--- config.mk ---
export PLATFORM = sky130hd
export DESIGN_NAME = epoch_seconds_to_calendar
export DESIGN_NICKNAME = d
export VERILOG_FILES = /design/src/hdl/etc_pkg.sv /design/src/hdl/epoch_seconds_to_calendar.sv /design/src/hdl/etc_cdiv.sv
export SDC_FILE = /design/constraint.sdc
export NUM_CORES = 2
export LEC_CHECK = 0
export ABC_AREA = 1
export ABC_CLOCK_PERIOD_IN_PS = 6830
export BUFFER_PORTS_ARGS = -buffer_cell sky130_fd_sc_hd__clkbuf_2
export CAP_MARGIN = 20
export CORE_MARGIN = 2
export CORE_UTILIZATION = 40
export CTS_CLUSTER_SIZE = 14
export DETAILED_ROUTE_END_ITERATION = 7
export HOLD_SLACK_MARGIN = 0.06
export PLACE_DENSITY = 0.57
export SYNTH_ARGS = -nofsm -noshare
export SYNTH_HDL_FRONTEND = slang
export SYNTH_HIERARCHICAL = 1
export SYNTH_SLANG_ARGS = --single-unit
--- constraint.sdc ---
create_clock -name clk -period 6.83 [get_ports clk]
set_clock_uncertainty 0.1 [all_clocks]
set_input_delay 1.0245 -clock clk [delete_from_list [all_inputs] [get_ports clk]]
set_output_delay 1.0245 -clock clk [all_outputs]
set_load 0.02 [all_outputs]
--- src/hdl/etc_pkg.sv ---
// etc_pkg: constants shared by the epoch-to-calendar pipeline and its checker
// no dependencies; imported by epoch_seconds_to_calendar, etc_checker and tb_top
`timescale 1ns / 1ps

package etc_pkg;

    // field widths
    localparam int ETC_EPOCH_W = 48;
    localparam int ETC_YEAR_W  = 24;

    // calendar constants
    localparam int ETC_SECS_PER_DAY  = 86400;
    localparam int ETC_SECS_PER_HOUR = 3600;
    localparam int ETC_DAYS_400Y     = 365 * 400 + 97;
    localparam int ETC_DAYS_100Y     = 365 * 100 + 24;
    localparam int ETC_DAYS_4Y       = 365 * 4 + 1;
    localparam int ETC_DAYS_1Y       = 365;
    // days from 1 march back to 1 january in a common year
    localparam int ETC_JAN_TO_MAR    = 31 + 28;

    // seconds from the epoch to 2000-03-01 00:00:00
    localparam longint ETC_MARCH_2000_SECS = 64'sd946684800 + 64'sd86400 * (31 + 29);

    // whole 400-year cycles added so that the shifted time is never negative;
    // a 400-year cycle is a whole number of weeks, so weekdays are unaffected
    localparam longint ETC_BIAS_CYCLES = 64'sd16384;
    localparam longint ETC_EPOCH_BIAS =
        ETC_BIAS_CYCLES * ETC_DAYS_400Y * ETC_SECS_PER_DAY - ETC_MARCH_2000_SECS;

    // years since 1900 of the first counted year, less the bias cycles
    localparam logic [ETC_YEAR_W-1:0] ETC_YEAR_BIAS =
        ETC_YEAR_W'(64'sd100 - 64'sd400 * ETC_BIAS_CYCLES);

    // first day of each month, counted from 1 march
    localparam logic [8:0] ETC_MONTH_START [12] = '{
        9'd0, 9'd31, 9'd61, 9'd92, 9'd122, 9'd153,
        9'd184, 9'd214, 9'd245, 9'd275, 9'd306, 9'd337
    };

    // month codes
    localparam logic [3:0] ETC_MON_JAN = 4'd0;
    localparam logic [3:0] ETC_MON_FEB = 4'd1;
    localparam logic [3:0] ETC_MON_DEC = 4'd11;
    // march-based index from which the month falls in the next year
    localparam logic [3:0] ETC_MAR_IDX_JAN = 4'd10;

    // cycles from an accepted start to its done strobe
    localparam int ETC_LATENCY = 18;

endpackage

--- src/hdl/epoch_seconds_to_calendar.sv ---
// epoch_seconds_to_calendar: top level of the seconds-to-calendar pipeline
// depends on etc_pkg and etc_cdiv
`timescale 1ns / 1ps

// Converts a signed 48-bit count of seconds since 1970-01-01 00:00:00 UTC into
// proleptic Gregorian UTC fields: year - 1900, month, day, hour, minute,
// second, weekday (sunday 0) and day of year.
// Input: drive epoch_seconds and raise start; the transfer happens at the
// rising edge where start is high and busy is low. busy is never raised, so
// a new time can be given in every cycle.
// Output: done is high for exactly one cycle with the fields of one result;
// results leave in the order their inputs came. The receiver cannot hold
// results off, and none is needed: nothing inside ever waits.
// Throughput is one conversion per cycle. The pipeline is seven constant
// dividers of two stages each (reciprocal multiply, then correction) plus
// four stages for the bias add, compares, small constant multiplies and the
// month table.
// Reset clears only the valid bits, so no done strobe appears for anything
// in flight at reset; there is no other state and no start-up delay.

module epoch_seconds_to_calendar
    import etc_pkg::*;
(
    input  logic                         clk,
    input  logic                         rst_n,
    input  logic                         start,
    output logic                         busy,
    input  logic signed [ETC_EPOCH_W-1:0] epoch_seconds,
    output logic                         done,
    output logic signed [ETC_YEAR_W-1:0] years_since_1900,
    output logic [3:0]                   month_index,
    output logic [4:0]                   day_of_month,
    output logic [4:0]                   hour_of_day,
    output logic [5:0]                   minute_of_hour,
    output logic [5:0]                   second_of_minute,
    output logic [2:0]                   weekday,
    output logic [8:0]                   day_of_year
);

    localparam int U_W = ETC_EPOCH_W + 1;

    typedef struct packed {
        logic [5:0]  minute;
        logic [5:0]  second;
        logic [4:0]  hour;
        logic [14:0] n400u;
        logic [17:0] rem400;
    } day_sb_t;

    typedef struct packed {
        logic [1:0]            n100;
        logic [ETC_YEAR_W-1:0] yacc;
        logic [2:0]            wday;
        logic [4:0]            hour;
        logic [5:0]            minute;
        logic [5:0]            second;
    } tail_sb_t;

    // biased time, always positive
    logic           v0_reg;
    logic [U_W-1:0] u_reg;

    // day and second split, u / 86400 as (u >> 7) / 675 in two halves
    logic        v1;
    logic [11:0] qh;
    logic [9:0]  rh;
    logic [27:0] sb1;
    logic        v2;
    logic [20:0] q2;
    logic [9:0]  r2;
    logic [18:0] sb2;
    logic [31:0] days_u;
    logic [16:0] sod;

    // 400-year cycles, then time of day
    logic        v3;
    logic [14:0] n400u;
    logic [17:0] rem400;
    logic [16:0] sb3;
    logic        v4;
    logic [4:0]  hour;
    logic [11:0] r3600;
    logic [32:0] sb4;
    logic        v5;
    logic [5:0]  minute;
    logic [5:0]  second;
    logic [37:0] sb5;
    logic [17:0] rem400_5;
    logic        v6;
    logic [2:0]  wday;
    day_sb_t     sb6;

    // century step
    logic [1:0]            n100_next;
    logic [17:0]           rem100_full;
    logic [ETC_YEAR_W-1:0] yacc_next;
    logic                  c1_valid_reg;
    logic [15:0]           rem100_reg;
    tail_sb_t              c1_sb_reg;

    // four-year step
    logic     v7;
    logic [4:0]  n4;
    logic [10:0] rem4;
    tail_sb_t    sb7;

    // single year step
    logic [1:0]            n1_next;
    logic [10:0]           rem1_full;
    logic                  leap_next;
    logic                  c3_valid_reg;
    logic [8:0]            rem1_reg;
    logic                  leap_reg;
    logic [ETC_YEAR_W-1:0] yacc_reg;
    tail_sb_t              c3_sb_reg;

    // month step
    logic [3:0]            midx;
    logic [8:0]            rem_m;
    logic [3:0]            mon_next;
    logic [9:0]            yday_full;
    logic [8:0]            yday_next;
    logic [ETC_YEAR_W-1:0] year_next;
    logic                  done_reg;
    logic [ETC_YEAR_W-1:0] year_reg;
    logic [3:0]            mon_reg;
    logic [4:0]            dom_reg;
    logic [8:0]            yday_reg;
    tail_sb_t              out_sb_reg;

    assign busy = 1'b0;

    // input transfer and bias
    always_ff @(posedge clk or negedge rst_n)
    begin
        if (!rst_n)
        begin
            v0_reg       <= 1'b0;
            c1_valid_reg <= 1'b0;
            c3_valid_reg <= 1'b0;
            done_reg     <= 1'b0;
        end
        else
        begin
            v0_reg       <= start && !busy;
            c1_valid_reg <= v6;
            c3_valid_reg <= v7;
            done_reg     <= c3_valid_reg;
        end
    end

    always_ff @(posedge clk)
    begin
        u_reg <= {epoch_seconds[ETC_EPOCH_W-1], epoch_seconds} + U_W'(ETC_EPOCH_BIAS);
    end

    // upper half of the day division
    etc_cdiv #(.X_W(21), .DIV(675), .Q_W(12), .SB_W(28)) u_div_hi (
        .clk       (clk),
        .rst_n     (rst_n),
        .in_valid  (v0_reg),
        .x         (u_reg[48:28]),
        .sb_in     (u_reg[27:0]),
        .out_valid (v1),
        .q         (qh),
        .r         (rh),
        .sb_out    (sb1)
    );

    // lower half of the day division
    etc_cdiv #(.X_W(31), .DIV(675), .Q_W(21), .SB_W(19)) u_div_lo (
        .clk       (clk),
        .rst_n     (rst_n),
        .in_valid  (v1),
        .x         ({rh, sb1[27:7]}),
        .sb_in     ({qh, sb1[6:0]}),
        .out_valid (v2),
        .q         (q2),
        .r         (r2),
        .sb_out    (sb2)
    );

    assign days_u = 32'({sb2[18:7], q2});
    assign sod    = {r2, sb2[6:0]};

    // 400-year cycles
    etc_cdiv #(.X_W(32), .DIV(ETC_DAYS_400Y), .Q_W(15), .SB_W(17)) u_div_400 (
        .clk       (clk),
        .rst_n     (rst_n),
        .in_valid  (v2),
        .x         (days_u),
        .sb_in     (sod),
        .out_valid (v3),
        .q         (n400u),
        .r         (rem400),
        .sb_out    (sb3)
    );

    // hour of day
    etc_cdiv #(.X_W(17), .DIV(ETC_SECS_PER_HOUR), .Q_W(5), .SB_W(33)) u_div_hour (
        .clk       (clk),
        .rst_n     (rst_n),
        .in_valid  (v3),
        .x         (sb3),
        .sb_in     ({n400u, rem400}),
        .out_valid (v4),
        .q         (hour),
        .r         (r3600),
        .sb_out    (sb4)
    );

    // minute and second
    etc_cdiv #(.X_W(12), .DIV(60), .Q_W(6), .SB_W(38)) u_div_min (
        .clk       (clk),
        .rst_n     (rst_n),
        .in_valid  (v4),
        .x         (r3600),
        .sb_in     ({hour, sb4}),
        .out_valid (v5),
        .q         (minute),
        .r         (second),
        .sb_out    (sb5)
    );

    // weekday: day 0 of each cycle is a wednesday
    assign rem400_5 = sb5[17:0];

    etc_cdiv #(.X_W(18), .DIV(7), .Q_W(15), .SB_W($bits(day_sb_t))) u_div_wday (
        .clk       (clk),
        .rst_n     (rst_n),
        .in_valid  (v5),
        .x         (rem400_5 + 18'd3),
        .sb_in     ({minute, second, sb5}),
        .out_valid (v6),
        .q         (),
        .r         (wday),
        .sb_out    (sb6)
    );

    // centuries, clamped so the cycle's last leap day stays in the fourth
    always_comb
    begin
        if (sb6.rem400 >= 18'(3 * ETC_DAYS_100Y))
        begin
            n100_next = 2'd3;
        end
        else if (sb6.rem400 >= 18'(2 * ETC_DAYS_100Y))
        begin
            n100_next = 2'd2;
        end
        else if (sb6.rem400 >= 18'(ETC_DAYS_100Y))
        begin
            n100_next = 2'd1;
        end
        else
        begin
            n100_next = 2'd0;
        end
        rem100_full = sb6.rem400 - 18'(n100_next) * 18'(ETC_DAYS_100Y);
        yacc_next   = ETC_YEAR_W'(sb6.n400u) * ETC_YEAR_W'(400) + ETC_YEAR_BIAS
                      + ETC_YEAR_W'(n100_next) * ETC_YEAR_W'(100);
    end

    always_ff @(posedge clk)
    begin
        rem100_reg       <= rem100_full[15:0];
        c1_sb_reg.n100   <= n100_next;
        c1_sb_reg.yacc   <= yacc_next;
        c1_sb_reg.wday   <= wday;
        c1_sb_reg.hour   <= sb6.hour;
        c1_sb_reg.minute <= sb6.minute;
        c1_sb_reg.second <= sb6.second;
    end

    // four-year cycles; a century holds under 25 of them, so no clamp
    etc_cdiv #(.X_W(16), .DIV(ETC_DAYS_4Y), .Q_W(5), .SB_W($bits(tail_sb_t))) u_div_4y (
        .clk       (clk),
        .rst_n     (rst_n),
        .in_valid  (c1_valid_reg),
        .x         (rem100_reg),
        .sb_in     (c1_sb_reg),
        .out_valid (v7),
        .q         (n4),
        .r         (rem4),
        .sb_out    (sb7)
    );

    // single years, clamped so the leap day stays in the fourth year
    always_comb
    begin
        if (rem4 >= 11'(3 * ETC_DAYS_1Y))
        begin
            n1_next = 2'd3;
        end
        else if (rem4 >= 11'(2 * ETC_DAYS_1Y))
        begin
            n1_next = 2'd2;
        end
        else if (rem4 >= 11'(ETC_DAYS_1Y))
        begin
            n1_next = 2'd1;
        end
        else
        begin
            n1_next = 2'd0;
        end
        rem1_full = rem4 - 11'(n1_next) * 11'(ETC_DAYS_1Y);
        // calendar year holding the march that opens the counted year is a leap year
        leap_next = (n1_next == 2'd0) && ((n4 != 5'd0) || (sb7.n100 == 2'd0));
    end

    always_ff @(posedge clk)
    begin
        rem1_reg  <= rem1_full[8:0];
        leap_reg  <= leap_next;
        yacc_reg  <= sb7.yacc + ETC_YEAR_W'(n4) * ETC_YEAR_W'(4) + ETC_YEAR_W'(n1_next);
        c3_sb_reg <= sb7;
    end

    // month table walk, day of year and year roll-over
    always_comb
    begin
        midx = 4'd0;
        for (int k = 1; k < 12; k++)
        begin
            if (rem1_reg >= ETC_MONTH_START[k])
            begin
                midx = 4'(k);
            end
        end
        rem_m = rem1_reg - ETC_MONTH_START[midx];
        if (midx >= ETC_MAR_IDX_JAN)
        begin
            mon_next  = midx - ETC_MAR_IDX_JAN;
            year_next = yacc_reg + ETC_YEAR_W'(1);
        end
        else
        begin
            mon_next  = midx + 4'd2;
            year_next = yacc_reg;
        end
        yday_full = 10'(rem1_reg) + 10'(ETC_JAN_TO_MAR) + 10'(leap_reg);
        if (yday_full >= 10'(ETC_DAYS_1Y) + 10'(leap_reg))
        begin
            yday_next = 9'(yday_full - 10'(ETC_DAYS_1Y) - 10'(leap_reg));
        end
        else
        begin
            yday_next = yday_full[8:0];
        end
    end

    // result register
    always_ff @(posedge clk)
    begin
        year_reg   <= year_next;
        mon_reg    <= mon_next;
        dom_reg    <= 5'(rem_m + 9'd1);
        yday_reg   <= yday_next;
        out_sb_reg <= c3_sb_reg;
    end

    assign done             = done_reg;
    assign years_since_1900 = year_reg;
    assign month_index      = mon_reg;
    assign day_of_month     = dom_reg;
    assign hour_of_day      = out_sb_reg.hour;
    assign minute_of_hour   = out_sb_reg.minute;
    assign second_of_minute = out_sb_reg.second;
    assign weekday          = out_sb_reg.wday;
    assign day_of_year      = yday_reg;

endmodule

--- src/hdl/etc_cdiv.sv ---
// etc_cdiv: two-stage pipelined divider by a constant, with sideband
// reciprocal multiply then one correction step; no package dependency
`timescale 1ns / 1ps

module etc_cdiv #(
    parameter int X_W  = 16,
    parameter int DIV  = 10,
    parameter int Q_W  = 16,
    parameter int SB_W = 1
) (
    input  logic                     clk,
    input  logic                     rst_n,
    input  logic                     in_valid,
    input  logic [X_W-1:0]           x,
    input  logic [SB_W-1:0]          sb_in,
    output logic                     out_valid,
    output logic [Q_W-1:0]           q,
    output logic [$clog2(DIV)-1:0]   r,
    output logic [SB_W-1:0]          sb_out
);

    localparam int R_W = $clog2(DIV);
    localparam int M_W = X_W - R_W + 1;
    localparam int P_W = X_W + M_W;
    // floor(2^X_W / DIV): the estimate is the quotient or one below it
    localparam logic [M_W-1:0] RECIP = M_W'((64'd1 << X_W) / DIV);

    logic [P_W-1:0]  prod_a;
    logic [M_W-1:0]  q_est;
    logic            va_reg;
    logic [X_W-1:0]  xa_reg;
    logic [M_W-1:0]  qa_reg;
    logic [SB_W-1:0] sba_reg;

    logic [X_W-1:0]  r_full;
    logic            fix;
    logic [Q_W-1:0]  q_next;
    logic [R_W-1:0]  r_next;
    logic            vb_reg;
    logic [Q_W-1:0]  q_reg;
    logic [R_W-1:0]  r_reg;
    logic [SB_W-1:0] sbb_reg;

    // quotient estimate
    assign prod_a = P_W'(x) * P_W'(RECIP);
    assign q_est  = prod_a[P_W-1:X_W];

    always_ff @(posedge clk or negedge rst_n)
    begin
        if (!rst_n)
        begin
            va_reg <= 1'b0;
            vb_reg <= 1'b0;
        end
        else
        begin
            va_reg <= in_valid;
            vb_reg <= va_reg;
        end
    end

    always_ff @(posedge clk)
    begin
        xa_reg  <= x;
        qa_reg  <= q_est;
        sba_reg <= sb_in;
        q_reg   <= q_next;
        r_reg   <= r_next;
        sbb_reg <= sba_reg;
    end

    // remainder and correction
    always_comb
    begin
        r_full = xa_reg - X_W'(qa_reg) * X_W'(DIV);
        fix    = (r_full >= X_W'(DIV));
        q_next = Q_W'(qa_reg + M_W'(fix));
        r_next = fix ? R_W'(r_full - X_W'(DIV)) : R_W'(r_full);
    end

    assign out_valid = vb_reg;
    assign q         = q_reg;
    assign r         = r_reg;
    assign sb_out    = sbb_reg;

endmodule

==> impl_metrics.ini <==
[drt]
ant_nets = 0
wirelength_um = 191000
vias = 60824
wl_per_cell_um = 14.6
via_per_inst = 4.65
drc_errors = 0
first_iter_violations = 2832
drtPass1Iterations = 5

[global_routing]
grt_pass1_vias = 62744
grt_max_degree = 22
track_usage = 0.180
grt_antenna_before_repair = 5
grt_pass1_wl_um = 318000
grt.overflow.total = 0

[setup_path]
r2r_start = u_div_400/qa_reg[7]
path_class = reg2reg
critPathMaxFanout = 6
slowest_delay_ns = 0.57
rrSetupSlack_ns = 0.27
critPathLaunchType = flop
ff2ff_path_depth = 28
arrival_ns = 7.12
cp.required_ns = 7.39
r2r_end = u_div_400/q[10]
crit_path_frequent_cell = fa_1
slowest_stage = fa_1
cp-end-kind = flop

[synth]
synthCells = 9834
syn_area_sq_mm = 0.0843
syn_area_per_cell_sq_um = 8.57
yosysWarnings = 6

[timing]
rsz0062_at_grt = true
finalHoldViolations = 0
fmax_ghz = 0.152
maxSlewViolCount = 0
finalCritPeriodShare = 0.960
slew_headroom = 0.450
finalSetupViolations = 0
tightestPinTransition_ns = 0.820
min_period_ns = 6.56

[hold_path]
hold_path.class = reg2reg
min-delay-start = u_div_wday/sba_reg[20]
holdPathEnd = u_div_wday/sb_out[20]
hold_depth = 0

[clocking]
cts_tree = built
numCtsBuffers = 116
clock_latency_ns = 0.78
clk_pin_slew_ns = 0.06
clock_sinks = 1067
root_buffer = clkbuf_16
h-tree-depth = 3
clockBufferDepth = 3

[floorplanning]
start_util = 0.402
core_area_sq_mm = 0.210
ios = 115
die_area_sq_mm = 0.214
rows = 168
die_y_um = 463
die_w_um = 463

[finish]
n_fill_cell = 20682
multi_input_area_sq_mm = 0.0546
fin_area_sq_mm = 0.0940
area_growth_pct = 11.5
drive_above_1_share = 0.0810
regArea_sq_mm = 0.0215
nets = 12366

[placement]
hpwl_um = 165000
routabilityCongestion = 0.913
io_buffers = 113
post_dp_cell_area_sq_mm = 0.0892

[run]
drv_cap = 0

[run_status]
status = complete, no violations
-- how the worst max path moves through the flow --
stage | from | end | slack, ns | cells after the start
after CTS | u_div_lo/qa_reg[3] | u_div_lo/q[20] | 0.005 | 28
after detailed placement | u_div_400/qa_reg[4] | u_div_400/q[14] | -0.17 | 30
final | u_div_400/qa_reg[7] | u_div_400/q[10] | 0.27 | 28
after global placement | u_div_400/qa_reg[9] | u_div_400/q[14] | -0.07 | 32
after floorplan | u_div_400/qa_reg[1] | u_div_400/q[14] | 0.05 | 32
after global routing | u_div_lo/qa_reg[3] | u_div_lo/q[20] | -0.05 | 31
-- metrics by stage --
| stage | hold WS (ns) | utilization | setup WS [ns] | cells | TNS, ns |
|---|---|---|---|---|---|
| after floorplan | 0.210 | - | 0.0487 | 9836 | 0 |
| after global routing | 0.191 | 0.448 | -0.0460 | 13094 | -0.128 |
| after detailed placement | 0.212 | 0.425 | -0.169 | 12861 | -0.534 |
| final | 0.179 | 0.448 | 0.270 | 13094 | 0 |
| after CTS | 0.179 | 0.446 | 0.00481 | 13080 | 0 |
| after global placement | 0.210 | 0.425 | -0.0663 | 12861 | -0.174 |
-- worst max-delay path, delay by kind of cell (launching register included) --
| family | cells | cell delay, ns |
|---|---|---|
| xor+xnor | 1 | 0.17 |
| simple gates | 15 | 1.73 |
| buf+inv | 4 | 0.35 |
| flops | 1 | 0.46 |
| fa+ha+maj | 8 | 3.65 |
-- layer usage --
metal	global-route usage	wire length [um]	vias to the layer above
met3	0.0177	4860	223
li1	-	-	31173
met5	0	0	-
met2	0.316	92200	726
met1	0.237	89800	28702
met4	0.0442	4400	0
-- repair_timing --
action | in CTS | in global routing
buffers inserted | 0 | 7
setup endpoints to repair | 5 | 20
endpoints found under the hold margin | 8 | 0
pin swaps | 0 | 16
gates resized for setup | 4 | 121
hold buffers | 1 | 0
-- area by class of cell --
cell class | count | area share
repair buffers | 244 | 0.0166
clock inverters | 76 | 0.0118
flip-flops and latches | 1067 | 0.229
diodes | 7 | 0.000186
inverters | 2279 | 0.0911
multi-input cells | 6474 | 0.581
well taps | 2805 | 0.0374
clock buffers | 142 | 0.0334
-- placed cells by master (no fill, tap or decap), types with 129 or more instances in the layout --
master and n:
xor2_1 264, a21oi_1 352, ha_1 1338, dfxtp_1 1038, nor2_1 469, nand3_1 392, buf_4 129, o21ai_0 169
nand2_1 1836, inv_1 2227, fa_1 768
Power is not shown: default switching activity piles up to over one toggle a cycle in this logic, so the estimate is an artifact.
